File: config.mk
export PLATFORM = sky130hd
export DESIGN_NAME = fzn_ctrl
export DESIGN_NICKNAME = d
export VERILOG_FILES = /design/src/fzn_pkg.sv /design/src/fzn_ctrl.sv
export SDC_FILE = /design/constraint.sdc
export NUM_CORES = 1
export LEC_CHECK = 0
export ABC_AREA = 0
export BUFFER_PORTS_ARGS = -buffer_cell sky130_fd_sc_hd__buf_2
export CAP_MARGIN = 5
export CORE_ASPECT_RATIO = 0.5
export CORE_MARGIN = 2
export CORE_UTILIZATION = 55
export DETAILED_ROUTE_END_ITERATION = 7
export GPL_ROUTABILITY_DRIVEN = 0
export PLACE_DENSITY = 0.89
export SETUP_SLACK_MARGIN = 0.4
export SYNTH_ARGS = -nofsm -noshare
export SYNTH_HDL_FRONTEND = slang
export SYNTH_SLANG_ARGS = --single-unit
File: constraint.sdc
create_clock -name clk -period 6.2 [get_ports clk]
set_input_delay 0.93 -clock clk [delete_from_list [all_inputs] [get_ports clk]]
set_output_delay 0.93 -clock clk [all_outputs]
set_load 0.02 [all_outputs]
File: src/fzn_pkg.sv
package fzn_pkg;

  localparam int SAMPLE_W   = 24;
  localparam int DEV_W      = 23;
  localparam int SUM_W      = 36;
  localparam int SQ_W       = 60;
  localparam int XSQ_W      = 48;
  localparam int PROD_W     = 74;
  localparam int MR_W       = 36;
  localparam int ROOT_W     = 38;
  localparam int RAD_W      = 76;
  localparam int REM_W      = 42;
  localparam int DVD_W      = 40;
  localparam int DVS_W      = 24;
  localparam int STEP_W     = 6;
  localparam int DIMS_W     = 7;
  localparam int FLOOR_W    = 13;
  localparam int CFG_IDX_W  = 1;
  localparam int CFG_DATA_W = 13;
  localparam int PMAG_W     = 47;

  localparam int VAL_MAX = 8388607;
  localparam int ONE_Q12 = 4096;

  localparam logic [2:0] CMD_LOAD   = 3'd0;
  localparam logic [2:0] CMD_FINISH = 3'd1;
  localparam logic [2:0] CMD_NORM   = 3'd2;
  localparam logic [2:0] CMD_DENORM = 3'd3;
  localparam logic [2:0] CMD_CLEAR  = 3'd4;

  localparam logic [1:0] ST_OK    = 2'd0;
  localparam logic [1:0] ST_EMPTY = 2'd1;
  localparam logic [1:0] ST_SAT   = 2'd2;
  localparam logic [1:0] ST_RANGE = 2'd3;

  localparam logic [CFG_IDX_W-1:0] REG_DIMS  = 1'b0;
  localparam logic [CFG_IDX_W-1:0] REG_FLOOR = 1'b1;

  typedef struct packed {
    logic [2:0]                 command;
    logic [5:0]                 dimension;
    logic signed [SAMPLE_W-1:0] sample;
  } in_t;

  typedef struct packed {
    logic signed [SAMPLE_W-1:0] value_out;
    logic [DEV_W-1:0]           deviation_out;
    logic [1:0]                 status;
    logic                       last_out;
  } out_t;

  typedef enum logic [2:0] {
    SRC_OOR, SRC_FULL, SRC_EMPTY, SRC_FIN, SRC_NORM, SRC_DENORM
  } src_t;

  typedef enum logic [1:0] {
    DSEL_DEV, DSEL_MEAN, DSEL_NORM
  } dsel_t;

  typedef struct packed {
    logic  idle;
    logic  idx_item;
    logic  idx_zero;
    logic  idx_inc;
    logic  rd;
    logic  sum_wr;
    logic  clear;
    logic  mul_start;
    logic  mul_sq;
    logic  save_b;
    logic  sqrt_start;
    logic  div_start;
    dsel_t div_sel;
    logic  save_dev;
    logic  stat_wr;
    logic  dn_mul;
    logic  out_load;
    src_t  out_src;
  } ctrl_cmd_t;

  typedef struct packed {
    logic       in_beat;
    logic [2:0] code;
    logic       oor;
    logic       full;
    logic       empty;
    logic       last_dim;
    logic       out_free;
    logic       mul_done;
    logic       sqrt_done;
    logic       div_done;
  } ctrl_stat_t;

endpackage

File: src/fzn_ctrl.sv
module fzn_ctrl import fzn_pkg::*; (
  input  logic       clk,
  input  logic       rst,
  input  ctrl_stat_t stat,
  output ctrl_cmd_t  cmd,
  output logic       in_stall
);

  typedef enum logic [18:0] {
    S_IDLE  = 19'h00001,
    S_DEC   = 19'h00002,
    S_RD    = 19'h00004,
    S_LWR   = 19'h00008,
    S_MB_GO = 19'h00010,
    S_MB_W  = 19'h00020,
    S_MA_GO = 19'h00040,
    S_MA_W  = 19'h00080,
    S_SQ_GO = 19'h00100,
    S_SQ_W  = 19'h00200,
    S_DV_GO = 19'h00400,
    S_DV_W  = 19'h00800,
    S_MN_GO = 19'h01000,
    S_MN_W  = 19'h02000,
    S_FE    = 19'h04000,
    S_ND_GO = 19'h08000,
    S_ND_W  = 19'h10000,
    S_DN    = 19'h20000,
    S_EMIT  = 19'h40000
  } state_t;

  state_t state;
  state_t state_next;
  src_t   emit_src;
  src_t   emit_src_next;

  always_ff @(posedge clk) begin
    if (rst) begin
      state    <= S_IDLE;
      emit_src <= SRC_OOR;
    end else begin
      state    <= state_next;
      emit_src <= emit_src_next;
    end
  end

  assign in_stall = state != S_IDLE;

  always_comb begin
    state_next    = state;
    emit_src_next = emit_src;
    cmd           = '0;
    cmd.out_src   = emit_src;
    cmd.idle      = state == S_IDLE;
    case (state)
      S_IDLE: begin
        if (stat.in_beat) state_next = S_DEC;
      end
      S_DEC: begin
        case (stat.code)
          CMD_LOAD: begin
            if (stat.oor) begin
              emit_src_next = SRC_OOR;
              state_next    = S_EMIT;
            end else if (stat.full) begin
              emit_src_next = SRC_FULL;
              state_next    = S_EMIT;
            end else begin
              cmd.idx_item = 1'b1;
              state_next   = S_RD;
            end
          end
          CMD_FINISH: begin
            if (stat.empty) begin
              emit_src_next = SRC_EMPTY;
              state_next    = S_EMIT;
            end else begin
              cmd.idx_zero = 1'b1;
              state_next   = S_RD;
            end
          end
          CMD_NORM, CMD_DENORM: begin
            if (stat.oor) begin
              emit_src_next = SRC_OOR;
              state_next    = S_EMIT;
            end else begin
              cmd.idx_item = 1'b1;
              state_next   = S_RD;
            end
          end
          CMD_CLEAR: begin
            cmd.clear  = 1'b1;
            state_next = S_IDLE;
          end
          default: state_next = S_IDLE;
        endcase
      end
      S_RD: begin
        cmd.rd = 1'b1;
        case (stat.code)
          CMD_LOAD:   state_next = S_LWR;
          CMD_FINISH: state_next = S_MB_GO;
          CMD_NORM:   state_next = S_ND_GO;
          CMD_DENORM: state_next = S_DN;
          default:    state_next = S_IDLE;
        endcase
      end
      S_LWR: begin
        cmd.sum_wr = 1'b1;
        state_next = S_IDLE;
      end
      S_MB_GO: begin
        cmd.mul_start = 1'b1;
        state_next    = S_MB_W;
      end
      S_MB_W: begin
        if (stat.mul_done) begin
          cmd.save_b = 1'b1;
          state_next = S_MA_GO;
        end
      end
      S_MA_GO: begin
        cmd.mul_start = 1'b1;
        cmd.mul_sq    = 1'b1;
        state_next    = S_MA_W;
      end
      S_MA_W: begin
        if (stat.mul_done) state_next = S_SQ_GO;
      end
      S_SQ_GO: begin
        cmd.sqrt_start = 1'b1;
        state_next     = S_SQ_W;
      end
      S_SQ_W: begin
        if (stat.sqrt_done) state_next = S_DV_GO;
      end
      S_DV_GO: begin
        cmd.div_start = 1'b1;
        cmd.div_sel   = DSEL_DEV;
        state_next    = S_DV_W;
      end
      S_DV_W: begin
        if (stat.div_done) begin
          cmd.save_dev = 1'b1;
          state_next   = S_MN_GO;
        end
      end
      S_MN_GO: begin
        cmd.div_start = 1'b1;
        cmd.div_sel   = DSEL_MEAN;
        state_next    = S_MN_W;
      end
      S_MN_W: begin
        if (stat.div_done) state_next = S_FE;
      end
      S_FE: begin
        cmd.out_src = SRC_FIN;
        if (stat.out_free) begin
          cmd.out_load = 1'b1;
          cmd.stat_wr  = 1'b1;
          if (stat.last_dim) begin
            state_next = S_IDLE;
          end else begin
            cmd.idx_inc = 1'b1;
            state_next  = S_RD;
          end
        end
      end
      S_ND_GO: begin
        cmd.div_start = 1'b1;
        cmd.div_sel   = DSEL_NORM;
        state_next    = S_ND_W;
      end
      S_ND_W: begin
        cmd.div_sel = DSEL_NORM;
        if (stat.div_done) begin
          emit_src_next = SRC_NORM;
          state_next    = S_EMIT;
        end
      end
      S_DN: begin
        cmd.dn_mul    = 1'b1;
        emit_src_next = SRC_DENORM;
        state_next    = S_EMIT;
      end
      S_EMIT: begin
        if (stat.out_free) begin
          cmd.out_load = 1'b1;
          state_next   = S_IDLE;
        end
      end
      default: state_next = S_IDLE;
    endcase
  end

endmodule

==> metrics.yaml <==
cp_num_cells: 6
crit_chain: "or4_1, nor2_1, nand2_1, or3_1, nor3b_1, buf_2"
firstDrtPassIters: 4
p_total_uw: 418
cts_resized: 0
post-place-ws_ns: 3.01
yosysUniqueCellTypes: 45
h-tree-depth: 1
hold_viol: 0
cts_buffer_depth: 2
clock_skew_ns: 0.00674
synth_commonest_cells: "nor2_1, dfxtp_1, nor3_1"
peakVddDrop_mv: 0.109
critical_path_class: "reg -> out"
multi_input_area_um2: 936
clkLatencyLatePin_ns: 0.26
die_area_um2: 3100
vias: 1512
fillers: 228
power_frac_seq_pct: 37.6
die_x_um: 76.7
drt-initial-drc-count: 170
setup_tns_ns: 0
clk_root_buffer_cell: "clkbuf_8"
drive_gt1_share_pct: 23.8
cts.clk_slew.worst_paths_ns: 0.08
status: "finished, final reports clean"
cap_violations: 0
setup_viol: 0
yosysTopAreaCellShare_pct: 30.3
avgSynthCellArea_um2: 7.82
p_sw_uw: 160
intPower_uw: 258
synth_nets: 200
critPathRequiredTime_ns: 5.27
clock_sinks: 22
r2r_cells: 7
synth.ff_latch_count: 22
hold_depth: 2
worst_slew_pin_slew_ns: 0.532
cts_made_buffers: 3
grt_overflow: 0
rsz0062_at_grt: "no"
pin_count: 36
die_y_um: 40.4
routed_wl_mm: 3.74
cp_slowest_cell: "or4_1"
setup_ws_ns: 2.69
ant_nets: 0
period_needed_ns: 3.51
viasPerCell: 6.02
synthFlopType: "dfxtp_1"
n_antenna_cell: 0
crit_path_max_incr_delay_ns: 0.62
switching_share_pct: 38.2
powerDensity_nw_per_um2: 250
yosys_warnings: 0
regArea_um2: 440
worstPathArrival_ns: 2.58
rows: 13
cp-end-kind: "output port"
cts_hold_buf: 0
start_kind: "flip-flop"
syn_area_um2: 1450
p_leak_nw: 0.775
drcViolationCount: 0
syn_to_final_growth_pct: 15.0
cts_tree: "yes"
grt_pass1_wl_mm: 5.65
synth_top_area_cell: "dfxtp_1"
start_util_pct: 56.9
layout.nets: 229
yosysMostFrequentCell: "nor2_1"
crit_path_max_fanout: 6
synth.area.top_cells: "dfxtp_1, nor2_1, nor4_1"
ys_seq_area_share_pct: 30.3
synth-edff-count: 0
hold_class: "reg -> reg"
grt_pass1_vias: 1191
cpLargestDelayFamily: "simple AND/OR/NAND/NOR gates"
wl_per_cell_um: 14.9
timing.final.crit_share_pct: 56.7
clock.fmax_mhz: 285
cts_setup_buffers: 0
grt_usage_pct: 24.6
cp_num_buf_inv: 1
synthArstFlopShare_pct: 0
slew_violations: 0
grt_max_degree: 18
p_comb_share_pct: 37.9
antenna_found_initial: 0
core_area_um2: 2550
syn_inst: 186
port-buffer-count: 35
post-dp-hpwl_mm: 2.87
slew_headroom_pct: 64.2
clock_power_share_pct: 24.5
==> cell families after synthesis <==
kind of cell,count (synthesis),share of synthesized area (%)
simple gates,112,45.3
flops,22,30.3
buf+inv,16,5.34
xor+xnor,6,3.61
compound gates,28,14.1
mux,2,1.38
==> cells in the final DEF (no fill, tap or decap), drive strengths merged, types with 5 or more instances in the layout <==
cell type	count
nor4	10
buf	35
dfxtp	22
and3	8
a21oi	10
inv	5
or3	5
nor2	28
nor2b	5
nor3	11
nand4b	5
or4	7
nand2	10
==> cell type report <==
class | instances | share of cell area, %
timing repair buffer | 35 | 10.5
inverter | 5 | 1.12
tap | 37 | 2.77
multi-input combinational | 148 | 56.0
clock buffer | 4 | 3.29
sequential | 22 | 26.3
==> metal layers <==
metal | vias up | global-route usage, % | routed length [um]
met3 | 12 | 5.63 | 343
met1 | 691 | 32.5 | 1640
li1 | 740 | - | -
met4 | 0 | 8.64 | 82
met5 | - | 0 | 0
met2 | 69 | 41.0 | 1670
==> through the flow <==
step | area [um2] | cells | utilization [%] | hold slack (ns)
after detailed placement | 1620 | 247 | 63.3 | 0.461
after global routing | 1670 | 251 | 65.5 | 0.526
after global placement | 1620 | 247 | 63.3 | 0.451
final | 1670 | 251 | 65.5 | 0.475
after floorplan | 1450 | 186 | - | 0.442
after CTS | 1670 | 251 | 65.5 | 0.472
==> power by group through the flow <==
| stage | Sequential [mW] | Clock [mW] | Combinational (mW) |
|---|---|---|---|
| floorplan | 0.158 | 0 | 0.118 |
| global placement | 0.159 | 0 | 0.151 |
| detailed placement | 0.160 | 0 | 0.153 |
| CTS | 0.157 | 0.102 | 0.155 |
| global route | 0.158 | 0.111 | 0.169 |
| finish | 0.157 | 0.102 | 0.158 |
==> flip-flops by register name, indices dropped and copies added, names as in the netlist <==
register	count
emit_src	3
state	19
==> worst reg2reg max path: cells and delay by family (launching register included) <==
kind | cells | cell delay [ns]
flip-flops | 1 | 0.39
AO/OA/AOI/OAI | 2 | 0.41
AND/OR/NAND/NOR | 5 | 1.92
==> path summary, 6_finish.rpt <==
| kind | end | start | slack [ns] |
|---|---|---|---|
| worst max register to register | state[0] | state[14] | 3.35 |
| worst max-delay path | cmd[12] | state[8] | 2.69 |
| worst min register to register | emit_src[0] | emit_src[0] | 0.47 |
| worst min-delay path | emit_src[0] | emit_src[0] | 0.47 |
(Power assumes the default switching activity.)
